## src/hdl/tpd_pkg.sv

```systemverilog
// ----------------------------------------------------------------------------
// Pixel palette decoder package
// Shared widths, codes, structures and the channel expansion table.
// ----------------------------------------------------------------------------
package tpd_pkg;

  localparam int FUNC_W  = 1;
  localparam int INDEX_W = 8;
  localparam int COLOR_W = 16;
  localparam int PIXEL_W = 24;
  localparam int CHAN_W  = 8;
  localparam int MODE_W  = 2;
  localparam int COUNT_W = 9;
  localparam int RGB15_W = 15;
  localparam int APB_ADDR_W = 3;
  localparam int APB_DATA_W = 32;

  localparam logic [FUNC_W-1:0] FUNC_PALETTE = 1'b0;
  localparam logic [FUNC_W-1:0] FUNC_PIXEL   = 1'b1;

  localparam logic [MODE_W-1:0] MODE_IDX4  = 2'd0;
  localparam logic [MODE_W-1:0] MODE_IDX8  = 2'd1;
  localparam logic [MODE_W-1:0] MODE_RGB15 = 2'd2;
  localparam logic [MODE_W-1:0] MODE_RGB24 = 2'd3;

  localparam logic REG_PIXEL_MODE  = 1'b0;
  localparam logic REG_COLOR_COUNT = 1'b1;

  localparam logic [MODE_W-1:0]  PIXEL_MODE_RST  = MODE_IDX4;
  localparam logic [COUNT_W-1:0] COLOR_COUNT_RST = 9'd256;

  typedef enum logic [1:0] {
    OP_WRITE,
    OP_LOOKUP,
    OP_RGB15,
    OP_RGB24
  } op_kind_e;

  typedef struct packed {
    op_kind_e             kind;
    logic [INDEX_W-1:0]   addr;
    logic [PIXEL_W-1:0]   data;
    logic                 last;
  } op_t;

  typedef struct packed {
    logic [MODE_W-1:0]  pixel_mode;
    logic [COUNT_W-1:0] color_count;
  } cfg_t;

  // Expands a 5-bit channel to 8 bits as floor(c * 255 / 31).
  function automatic logic [CHAN_W-1:0] chan_expand(input logic [4:0] c);
    logic [CHAN_W-1:0] r;
    case (c)
      5'd0:  r = 8'd0;
      5'd1:  r = 8'd8;
      5'd2:  r = 8'd16;
      5'd3:  r = 8'd24;
      5'd4:  r = 8'd32;
      5'd5:  r = 8'd41;
      5'd6:  r = 8'd49;
      5'd7:  r = 8'd57;
      5'd8:  r = 8'd65;
      5'd9:  r = 8'd74;
      5'd10: r = 8'd82;
      5'd11: r = 8'd90;
      5'd12: r = 8'd98;
      5'd13: r = 8'd106;
      5'd14: r = 8'd115;
      5'd15: r = 8'd123;
      5'd16: r = 8'd131;
      5'd17: r = 8'd139;
      5'd18: r = 8'd148;
      5'd19: r = 8'd156;
      5'd20: r = 8'd164;
      5'd21: r = 8'd172;
      5'd22: r = 8'd180;
      5'd23: r = 8'd189;
      5'd24: r = 8'd197;
      5'd25: r = 8'd205;
      5'd26: r = 8'd213;
      5'd27: r = 8'd222;
      5'd28: r = 8'd230;
      5'd29: r = 8'd238;
      5'd30: r = 8'd246;
      default: r = 8'd255;
    endcase
    return r;
  endfunction

endpackage

```

## src/hdl/tpd_op_fifo.sv

```systemverilog
// ----------------------------------------------------------------------------
// Pixel palette decoder operation queue
// Short queue that decouples the front end from the palette back end.
// ----------------------------------------------------------------------------
module tpd_op_fifo (
  input  logic         clk_i,
  input  logic         rst_ni,
  input  tpd_pkg::op_t wr_op_i,
  input  logic         wr_valid_i,
  output logic         wr_ready_o,
  output tpd_pkg::op_t rd_op_o,
  output logic         rd_valid_o,
  input  logic         rd_ready_i
);
  import tpd_pkg::*;

  localparam int Depth = 4;
  localparam int PtrW  = $clog2(Depth);
  localparam int CntW  = $clog2(Depth + 1);

  op_t             entry_q [Depth];
  logic [PtrW-1:0] wr_ptr_q, wr_ptr_d;
  logic [PtrW-1:0] rd_ptr_q, rd_ptr_d;
  logic [CntW-1:0] count_q, count_d;
  logic            wr_en;
  logic            rd_en;

  assign wr_ready_o = (count_q != CntW'(Depth));
  assign rd_valid_o = (count_q != '0);
  assign rd_op_o    = entry_q[rd_ptr_q];
  assign wr_en      = wr_valid_i & wr_ready_o;
  assign rd_en      = rd_valid_o & rd_ready_i;

  always_comb begin
    wr_ptr_d = wr_en ? wr_ptr_q + 1'b1 : wr_ptr_q;
    rd_ptr_d = rd_en ? rd_ptr_q + 1'b1 : rd_ptr_q;
    count_d  = count_q;
    if (wr_en && !rd_en) begin
      count_d = count_q + 1'b1;
    end else if (rd_en && !wr_en) begin
      count_d = count_q - 1'b1;
    end
  end

  always_ff @(posedge clk_i or negedge rst_ni) begin
    if (!rst_ni) begin
      wr_ptr_q <= '0;
      rd_ptr_q <= '0;
      count_q  <= '0;
    end else begin
      wr_ptr_q <= wr_ptr_d;
      rd_ptr_q <= rd_ptr_d;
      count_q  <= count_d;
    end
  end

  always_ff @(posedge clk_i) begin
    if (wr_en) begin
      entry_q[wr_ptr_q] <= wr_op_i;
    end
  end

endmodule

```

## config.mk

```make
export PLATFORM = sky130hd
export DESIGN_NAME = tpd_op_fifo
export DESIGN_NICKNAME = d
export VERILOG_FILES = /design/src/hdl/tpd_pkg.sv /design/src/hdl/tpd_op_fifo.sv
export SDC_FILE = /design/constraint.sdc
export NUM_CORES = 1
export LEC_CHECK = 0
export BUFFER_PORTS_ARGS = -buffer_cell sky130_fd_sc_hd__buf_4
export CAP_MARGIN = 20
export CORE_UTILIZATION = 45
export DETAILED_ROUTE_END_ITERATION = 8
export PLACE_DENSITY = 0.62
export SLEW_MARGIN = 20
export SYNTH_ARGS = -nofsm -noshare
export SYNTH_HDL_FRONTEND = slang
export SYNTH_SLANG_ARGS = --single-unit
```

## constraint.sdc

```tcl
create_clock -name clk_i -period 6.19 [get_ports clk_i]
set_clock_uncertainty 0.2 [all_clocks]
set_input_delay 0.3095 -clock clk_i [delete_from_list [all_inputs] [get_ports clk_i]]
set_output_delay 0.3095 -clock clk_i [all_outputs]
set_load 0.02 [all_outputs]
```

==> metrics.md, run 1 <==
| Metric | Value |
|---|---|
| Max-slew violation count | `0` |
| Setup TNS | `0 ns` |
| CORE AREA | `12000 sq um` |
| Layout Cells excl Fill | `503` |
| Syn Nets | `263` |
| Worst Setup Start Kind | `register` |
| Switching Fraction | `29.8%` |
| Synthesized area | `5520 sq um` |
| Slew headroom | `33.3%` |
| Hold-fix buffer count after cts | `37` |
| Die area | `12700 sq um` |
| Critical Path End Type | `output port` |
| Starting density of the core | `46.1%` |
| Worst slew pin tran | `1.00 ns` |
| Yosys top cell by area | `edfxtp_1` |
| Status | `complete, no violations` |
| Die Height | `113 um` |
| DR iter-0 viols | `138` |
| Total CTS buffers | `17` |
| Area Growth Syn to Fin | `29.6%` |
| Post-CTS Repair Setup Buffers | `0` |
| Hold crit path type | `in -> async` |
| DIE WIDTH | `113 um` |
| First-pass GRT wire length | `14.7 mm` |
| Synthesized area per cell | `25.3 sq um` |
| Root Driver | `clkbuf_16` |
| Initial antenna violation count | `1` |
| Yosys warnings | `0` |
| Ports | `76` |
| Worst Setup Slack, final | `3.29 ns` |
| GP Congestion | `0.709` |
| Residual DRC count | `0` |
| GR Util All Layers | `16.5%` |
| DPL Wire Length | `5.23 mm` |
| Pleak | `2.53 nW` |
| Worst-Skew Late Latency | `0.42 ns` |
| Hold_ws | `0.0316 ns` |
| Placed Area | `6190 sq um` |
| Share of cells above drive strength 1 | `40.0%` |
| Port Buffers | `75` |
| Nets | `387` |
| Clk slew on worst S/H paths | `0.06 ns` |
| #FFs+latches synth | `147` |
| Largest net degree at the start of global routing | `37` |
| EDFF count, synth | `140` |
| Post-cts resize count | `0` |
| Routed wire length | `9.38 mm` |
| Top-count cell post-synth | `edfxtp_1` |
| Crit path time final | `2.90 ns` |
| Power Dens Cells | `490 nW/um^2` |
| Top_reg_cell synth | `edfxtp_1` |
| Net Switching | `1.04 mW` |
| Seq/Total Area, Yosys | `79.4%` |
| Max clock buf depth | `2` |
| TritonCTS clock tree | `built` |
| Ys async rst share | `4.76%` |
| # setup viols final | `0` |
| Worst Setup Path Type | `reg -> out` |
| Final Core Density | `59.8%` |
| Clock sink count | `147` |
| Vias in the first global route | `2733` |
| Vias per cell | `5.12` |
| Final hold viol count | `0` |
| Ranking of synthesized cells by area | `edfxtp_1 76%, mux4_2 11%, mux4_1 3.3%` |
| Post-route ant nets | `0` |
| Vias | `2575` |
| H-tree depth | `4` |
| Avg WL per Cell | `18.6 um` |
| Setup repair after global routing missed its margin | `no` |
| Syn Inst Count | `218` |
| Synth top cells by count | `140 x edfxtp_1, 28 x mux4_2, 7 x dfrtp_1, 7 x mux4_1, 5 x ha_1` |
| Max Clk Rate | `0.345 GHz` |
| Total gr overflow | `0` |
| Placed Cells | `433` |
| Internal | `2.46 mW` |
| Worst EP arrival | `2.39 ns` |
| # rows | `40` |
| Setup WS pre-CTS | `3.64 ns` |
| Total power | `3.51 mW` |
| Design area | `7150 sq um` |
| Sequential Power Share | `41.5%` |
| Max cap viols | `0` |
| Period Utilization, post-route | `46.8%` |
| Crit Path Max Fanout | `23` |
| Yosys top cell area share | `76.2%` |
| DRT Pass-1 Iters | `6` |
| Required time of the critical path | `5.68 ns` |
| Combinational power share | `29.7%` |
| Post-synth cell types | `19` |
| Max VDD drop | `0.000299 V` |
| Clock share of power | `28.8%` |
-- routing by layer --
metal | vias up | GRT usage (%) | part of all wire [%]
met4 | 0 | 6.13 | 1.0
met5 | - | 0 | 0
met2 | 74 | 25.1 | 49
li1 | 1171 | - | -
met1 | 1322 | 21.6 | 45
met3 | 8 | 6.43 | 4.9
-- placed cells by master (no fill, tap or decap), drive strengths merged --
cell / instances
edfxtp: 140
buf: 76
dlygate4sd3: 37
mux4: 35
clkbuf: 17
clkinv: 8
dfrtp: 7
ha: 5
and2: 4
xnor2: 4
inv: 4
bufinv: 3
clkinvlp: 3
nor2: 2
nand2: 2
mux2: 2
xor2: 2
diode: 1
a21boi: 1
or3: 1
nand3: 1
fa: 1
-- final cells by class --
class                   instances  area (sq um)
diodes                          1          2.50
fillers                       880          4810
clock inverters                15           165
inverters                       3          11.3
clock buffers                  17           425
flip-flops and latches        147          4380
repair buffers                113           941
well taps                     147           184
multi-input cells              60          1040
-- path summary, 6_finish.rpt --
check                       startpoint           to  slack [ns]  depth (start not counted)
max in group asynchronous       rst_ni  rd_ptr_q[0]        5.62                          2
min reg2reg                 count_q[2]   count_q[2]        0.34                          1
min                             rst_ni  wr_ptr_q[1]        0.03                          2
min in group clk_i          wr_valid_i  wr_ptr_q[0]        0.17                          3
max reg2reg                 count_q[1]   count_q[2]        3.84                          8
max                        rd_ptr_q[0]  rd_op_o[31]        3.29                          3
-- flip-flops by register name, indices dropped and copies added (netlist names) --
| signal | cells |
|---|---|
| entry_q | 140 |
| count_q | 3 |
| rd_ptr_q | 2 |
| wr_ptr_q | 2 |
-- critical path: stages, from the launching register on --
cell     delay [ns]
dfrtp_2        0.66
buf_4          0.50
mux4_1         0.62
buf_4          0.18
-- cell families after synthesis --
family / after synthesis / synth area share (%)
compound gates: 1 / 0.204
xor+xnor: 6 / 0.953
fa+ha+maj: 6 / 1.50
buf+inv: 11 / 1.86
flops: 147 / 79.4
mux: 37 / 15.2
simple gates: 10 / 0.930
-- power by group through the flow --
stage | sequential [mW] | combinational [mW] | clock [mW]
2_1_floorplan | 1.38 | 0.776 | 0
3_3_place_gp | 1.47 | 1.04 | 0
3_5_place_dp | 1.48 | 1.05 | 0
4_1_cts | 1.46 | 1.07 | 1.03
5_1_grt | 1.48 | 1.12 | 1.08
6_report | 1.45 | 1.04 | 1.01
No activity file was read; power rests on OpenSTA's default activity.
==> run 2, diff against run 1 <==
--- a/config.mk
+++ b/config.mk
@@ -9,7 +9,7 @@
 export CAP_MARGIN = 20
 export CORE_UTILIZATION = 45
 export DETAILED_ROUTE_END_ITERATION = 8
-export PLACE_DENSITY = 0.62
+export PLACE_DENSITY = 0.64
 export SLEW_MARGIN = 20
 export SYNTH_ARGS = -nofsm -noshare
 export SYNTH_HDL_FRONTEND = slang
==> constraint.sdc (replaced) <==
create_clock -name clk_i -period 2.4 [get_ports clk_i]
set_clock_uncertainty 0.2 [all_clocks]
set_input_delay 0.12 -clock clk_i [delete_from_list [all_inputs] [get_ports clk_i]]
set_output_delay 0.12 -clock clk_i [all_outputs]
set_load 0.02 [all_outputs]
==> metrics.md, run 2 (same netlist as run 1, synthesis figures left out) <==
| Metric | Value |
|---|---|
| Vias | `2632 (was 2575)` |
| CORE AREA | `12000 sq um (unchanged)` |
| Max reg flops | `140 (unchanged)` |
| Die Height | `113 um (unchanged)` |
| Crit path top cell by count | `xor2_1 (was buf_4)` |
| # setup viols final | `0 (unchanged)` |
| Critical Path End Type | `register (was output port)` |
| Max-slew violation count | `0 (unchanged)` |
| Worst Setup Path Type | `reg -> reg (was reg -> out)` |
| Root Driver | `clkbuf_16 (unchanged)` |
| Required time of the critical path | `2.54 ns (was 5.68 ns)` |
| Worst EP arrival | `2.47 ns (was 2.39 ns)` |
| DPL Wire Length | `5.77 mm (was 5.23 mm)` |
| Commonest non-fill, non-tap cell in the layout | `edfxtp_1 (unchanged)` |
| Vias in the first global route | `2816 (was 2733)` |
| Most flops, register | `entry_q (unchanged)` |
| Commonest non-fill, non-tap cells in the layout | `140 x edfxtp_1, 83 x buf_4, 38 x dlygate4sd3_1 (was 140 x edfxtp_1, 76 x buf_4, 37 x dlygate4sd3_1)` |
| Crit Path Max Fanout | `4 (was 23)` |
| Top flop regs | `entry_q x140, count_q x3 (unchanged)` |
| Setup repair after global routing missed its margin | `yes (was no)` |
| Ports | `76 (unchanged)` |
| Multi-input gate area | `1050 sq um (was 1040 sq um)` |
| Port Buffers | `75 (unchanged)` |
| Hold_ws | `0.0576 ns (was 0.0316 ns)` |
| Area Growth Syn to Fin | `33.9% (was 29.6%)` |
| # rows | `40 (unchanged)` |
| Critical path's slowest cell | `dfrtp_2 (unchanged)` |
| Post-CTS Repair Setup Buffers | `0 (unchanged)` |
| Max clock buf depth | `2 (unchanged)` |
| Setup TNS | `0 ns (unchanged)` |
| Placed Area | `6340 sq um (was 6190 sq um)` |
| Switching Fraction | `29.3% (was 29.8%)` |
| DR iter-0 viols | `189 (was 138)` |
| Share of cells above drive strength 1 | `43.2% (was 40.0%)` |
| Crit path time final | `2.33 ns` |
| Worst slew pin tran | `0.389 ns (was 1.00 ns)` |
| GP Congestion | `0.684 (was 0.709)` |
| Nets | `400 (was 387)` |
| Starting density of the core | `46.1% (unchanged)` |
| H-tree depth | `4 (unchanged)` |
| GR Util All Layers | `16.5% (about the same)` |
| Die area | `12700 sq um (unchanged)` |
| Design area | `7390 sq um (was 7150 sq um)` |
| Worst path max stage delay | `0.43 ns (was 0.66 ns)` |
| Max cap viols | `0 (unchanged)` |
| Power Dens Cells | `1290 nW/um^2 (was 490 nW/um^2)` |
| Placed Cells | `445 (was 433)` |
| Max VDD drop | `0.000838 V (was 0.000299 V)` |
| Hold crit path type | `in -> reg (was in -> async)` |
| TritonCTS clock tree | `built (unchanged)` |
| Worst Setup Start Kind | `register (unchanged)` |
| Initial antenna violation count | `0 (was 1)` |
| First-pass GRT wire length | `14.8 mm (was 14.7 mm)` |
| Clk slew on worst S/H paths | `0.06 ns (about the same)` |
| Sequential standard cell area | `4390 sq um (was 4380 sq um)` |
| Sequential Power Share | `38.2% (was 41.5%)` |
| Final hold viol count | `0 (unchanged)` |
| Largest net degree at the start of global routing | `22 (was 37)` |
| Total gr overflow | `0 (unchanged)` |
| Max Clk Rate | `0.429 GHz` |
| Layout fillers | `844 (was 880)` |
| Residual DRC count | `0 (unchanged)` |
| Clock sink count | `147 (unchanged)` |
| Combinational power share | `31.7% (was 29.7%)` |
| Total CTS buffers | `17 (unchanged)` |
| Status | `complete, no violations (unchanged)` |
| Period Utilization, post-route | `97.2%` |
| Layout Cells excl Fill | `515 (was 503)` |
| DIE WIDTH | `113 um (unchanged)` |
| Vias per cell | `5.11 (was 5.12)` |
| Internal | `6.76 mW (was 2.46 mW)` |
| Pleak | `2.65 nW (was 2.53 nW)` |
| Diode count | `0 (was 1)` |
| DRT Pass-1 Iters | `4 (was 6)` |
| Post-route ant nets | `0 (unchanged)` |
| Cell Chain, Critical Path | `or3_4, nand2_1, ha_2, inv_1, fa_1, xor2_1, nor2_1, xor2_1 (was buf_4, mux4_1, buf_4)` |
| Worst-Skew Late Latency | `0.42 ns (about the same)` |
| Net Switching | `2.81 mW (was 1.04 mW)` |
| Avg WL per Cell | `18.6 um (about the same)` |
| Clock share of power | `30.1% (was 28.8%)` |
| Slew headroom | `74.1% (was 33.3%)` |
| Routed wire length | `9.59 mm (was 9.38 mm)` |
run 2: final timing paths:
kind | startpoint | end | slack, ns | depth (start not counted)
worst max-delay path | count_q[1] | count_q[2] | 0.07 | 8
min in group asynchronous | rst_ni | count_q[2] | 0.49 | 3
worst min-delay path | wr_valid_i | wr_ptr_q[0] | 0.06 | 4
worst max register to register | count_q[1] | count_q[2] | 0.07 | 8
max in group asynchronous | rst_ni | rd_ptr_q[0] | 1.23 | 3
worst min register to register | count_q[2] | count_q[2] | 0.35 | 1
run 2: layout make-up:
| class | instances | area share, % |
|---|---|---|
| Inverter | 3 | 0.152 |
| Clock buffer | 17 | 5.76 |
| Timing Repair Buffer | 126 | 14.9 |
| Sequential cell | 147 | 59.4 |
| Clock inverter | 15 | 3.13 |
| Multi-Input combinational cell | 60 | 14.2 |
| Tap cell | 147 | 2.49 |
run 2: metrics by stage:
stage,setup slack (ns),power [mW],util [%]
global placement,0.161,6.66,53.0
global route,-0.0126,9.97,61.8
floorplan,0.0934,5.56,-
detailed placement,0.0460,6.72,53.0
finish,0.0665,9.57,61.8
CTS,0.00895,9.67,61.7
run 2: power groups by stage:
stage | sequential (mW) | clock, mW | combinational, mW
floorplan | 3.56 | 0 | 2.00
global placement | 3.67 | 0 | 2.99
detailed placement | 3.70 | 0 | 3.02
CTS | 3.65 | 2.94 | 3.08
global route | 3.71 | 3.02 | 3.24
finish | 3.65 | 2.88 | 3.03
run 2: layer usage:
metal | part of all wire, % | global-route usage, %
met1 | 42 | 19.5
met2 | 50 | 27.6
met3 | 5.6 | 5.25
met4 | 1.8 | 7.47
met5 | 0 | 0
run 2: timing repair:
item                                   CTS  global route
setup endpoints to repair                0            14
hold buffers                            38             0
endpoints found under the hold margin  150             0
resized for setup                        0             4
run 2: worst max-delay path: cells and delay by family, from the launching register on:
family | cells | cell delay (ns)
flops | 1 | 0.43
simple gates | 3 | 0.64
xor+xnor | 2 | 0.34
buf+inv | 1 | 0.05
fa+ha+maj | 2 | 0.59
==> run 3, diff against run 2 <==
--- a/config.mk
+++ b/config.mk
@@ -5,11 +5,12 @@
 export SDC_FILE = /design/constraint.sdc
 export NUM_CORES = 1
 export LEC_CHECK = 0
-export BUFFER_PORTS_ARGS = -buffer_cell sky130_fd_sc_hd__buf_4
+export BUFFER_PORTS_ARGS = -buffer_cell sky130_fd_sc_hd__buf_2
 export CAP_MARGIN = 20
 export CORE_UTILIZATION = 45
 export DETAILED_ROUTE_END_ITERATION = 8
 export PLACE_DENSITY = 0.64
+export RECOVER_POWER = 50
 export SLEW_MARGIN = 20
 export SYNTH_ARGS = -nofsm -noshare
 export SYNTH_HDL_FRONTEND = slang
==> metrics.md, run 3 (same netlist as run 1, synthesis figures left out) <==
| Metric | Value |
|---|---|
| Status | `complete, no violations (unchanged)` |
| Commonest non-fill, non-tap cells in the layout | `140 x edfxtp_1, 39 x dlygate4sd3_1, 39 x buf_2 (was 140 x edfxtp_1, 83 x buf_4, 38 x dlygate4sd3_1)` |
| Max-slew violation count | `0 (unchanged)` |
| Slew headroom | `76.8% (was 74.1%)` |
| Top flop regs | `entry_q x140, count_q x3 (unchanged)` |
| Worst Setup Start Kind | `register (unchanged)` |
| HP Start | `wr_op_i[17] (was wr_valid_i)` |
| Total power | `9.11 mW (was 9.57 mW)` |
| Pleak | `2.45 nW (was 2.65 nW)` |
| Critical Path End Type | `register (unchanged)` |
| Routed wire length | `9.32 mm (was 9.59 mm)` |
| # rows | `40 (unchanged)` |
| Root Driver | `clkbuf_16 (unchanged)` |
| Layout Cells excl Fill | `514 (was 515)` |
| DIE WIDTH | `113 um (unchanged)` |
| # setup viols final | `0 (unchanged)` |
| Max cap viols | `0 (unchanged)` |
| GP Congestion | `0.681 (was 0.684)` |
| Crit path from | `count_q[0] (was count_q[1])` |
| Worst slew pin tran | `0.347 ns (was 0.389 ns)` |
| Period Utilization, post-route | `94.5% (was 97.2%)` |
| DPL Wire Length | `5.59 mm (was 5.77 mm)` |
| Clock sink count | `147 (unchanged)` |
| Setup repair after global routing missed its margin | `no (was yes)` |
| GR Util All Layers | `16.7% (was 16.5%)` |
| Residual DRC count | `0 (unchanged)` |
| Max VDD drop | `0.000666 V (was 0.000838 V)` |
| TritonCTS clock tree | `built (unchanged)` |
| Worst path max stage delay | `0.44 ns (was 0.43 ns)` |
| Worst-Skew Late Latency | `0.42 ns (about the same)` |
| Largest net degree at the start of global routing | `32 (was 22)` |
| Worst EP arrival | `2.41 ns (was 2.47 ns)` |
| Vias | `2593 (was 2632)` |
| Vias per cell | `5.04 (was 5.11)` |
| Avg WL per Cell | `18.1 um (was 18.6 um)` |
| Commonest non-fill, non-tap cell in the layout | `edfxtp_1 (unchanged)` |
| Multi-input gate area | `1050 sq um (about the same)` |
| Post-route ant nets | `0 (unchanged)` |
| Max Clk Rate | `0.441 GHz (was 0.429 GHz)` |
| Diode count | `0 (unchanged)` |
| DR iter-0 viols | `221 (was 189)` |
| Ports | `76 (unchanged)` |
| Total gr overflow | `0 (unchanged)` |
| Max clock buf depth | `2 (unchanged)` |
| First-pass GRT wire length | `15.0 mm (was 14.8 mm)` |
| Port Buffers | `75 (unchanged)` |
| Placed Cells | `443 (was 445)` |
| H-tree depth | `4 (unchanged)` |
| Max reg flops | `140 (unchanged)` |
| Worst Setup Path Type | `reg -> reg (unchanged)` |
| Total CTS buffers | `17 (unchanged)` |
| Setup TNS | `0 ns (unchanged)` |
| Starting density of the core | `46.1% (unchanged)` |
| Hold_ws | `0.296 ns (was 0.0576 ns)` |
| Crit Path Max Fanout | `4 (unchanged)` |
| Required time of the critical path | `2.54 ns (about the same)` |
| Nets | `399 (was 400)` |
| Share of cells above drive strength 1 | `32.4% (was 43.2%)` |
| Crit path top cell by count | `xor2_1 (unchanged)` |
| DRT Pass-1 Iters | `4 (unchanged)` |
| Cell Chain, Critical Path | `or3_4, nand2_2, ha_2, inv_1, fa_2, xor2_1, nor2_1, xor2_1 (was or3_4, nand2_1, ha_2, inv_1, fa_1, xor2_1, nor2_1, xor2_1)` |
| Die Height | `113 um (unchanged)` |
| Die area | `12700 sq um (unchanged)` |
| CORE AREA | `12000 sq um (unchanged)` |
| Initial antenna violation count | `0 (unchanged)` |
| Sequential standard cell area | `4380 sq um (was 4390 sq um)` |
| Hold crit path type | `in -> reg (unchanged)` |
| Layout fillers | `872 (was 844)` |
| Area Growth Syn to Fin | `29.2% (was 33.9%)` |
| Clk slew on worst S/H paths | `0.06 ns (about the same)` |
| Final hold viol count | `0 (unchanged)` |
| Crit path time final | `2.27 ns (was 2.33 ns)` |
| Power Dens Cells | `1280 nW/um^2 (was 1290 nW/um^2)` |
| Vias in the first global route | `2832 (was 2816)` |
| RR Startpoint | `count_q[0] (was count_q[1])` |
| Critical path's slowest cell | `dfrtp_1 (was dfrtp_2)` |
| Most flops, register | `entry_q (unchanged)` |
[run 3: power by group]
group / internal [mW] / switching (mW)
sequential: 3.40 / 0.167
clock: 1.76 / 0.980
combinational: 1.23 / 1.56
[run 3: worst paths after layout]
path / end / slack (ns) / depth (start not counted)
max: count_q[2] / 0.13 / 8
min: entry_q[2][17] / 0.30 / 2
max reg2reg: count_q[2] / 0.13 / 8
min reg2reg: count_q[2] / 0.31 / 1
max in group asynchronous: rd_ptr_q[0] / 1.27 / 3
min in group asynchronous: count_q[2] / 0.45 / 3
[run 3: per-layer routing]
metal | routed length, um | share of wire [%] | GRT usage (%) | vias up
met5 | 0 | 0 | 0 | -
met4 | 174 | 1.9 | 8.27 | 0
met3 | 528 | 5.7 | 5.84 | 17
met2 | 4760 | 51 | 27.0 | 73
met1 | 3850 | 41 | 20.2 | 1303
li1 | - | - | - | 1200
[run 3: layout make-up]
cell class                      count  share of cell area (%)
Sequential cell                   147                    61.5
Inverter                            3                   0.158
Multi-Input combinational cell     60                    14.7
Tap cell                          147                    2.58
Clock buffer                       19                    6.21
Timing Repair Buffer              125                    12.3
Clock inverter                     13                    2.58
[run 3: what timing repair did]
action / CTS / global route
endpoints found under the setup margin: 0 / 1
endpoints found under the hold margin: 151 / 0
hold buffers: 39 / 0
setup buffers: 0 / 0
gates resized for setup: 0 / 4
[run 3: critical path, delay by kind of cell (launching register included)]
family	cells	cell delay [ns]
adder cells (fa/ha/maj)	2	0.53
flip-flops	1	0.44
AND/OR/NAND/NOR	3	0.63
XOR/XNOR	2	0.33
buffers and inverters	1	0.06
[run 3: per-stage QoR]
stage / utilization, % / area, sq um / setup WS, ns
6_report: 59.6 / 7130 / 0.132
5_1_grt: 59.6 / 7130 / 0.00756
4_1_cts: 59.9 / 7170 / 0.0657
3_5_place_dp: 51.4 / 6150 / 0.108
3_3_place_gp: 51.4 / 6150 / 0.155
2_1_floorplan: - / 5520 / 0.0934
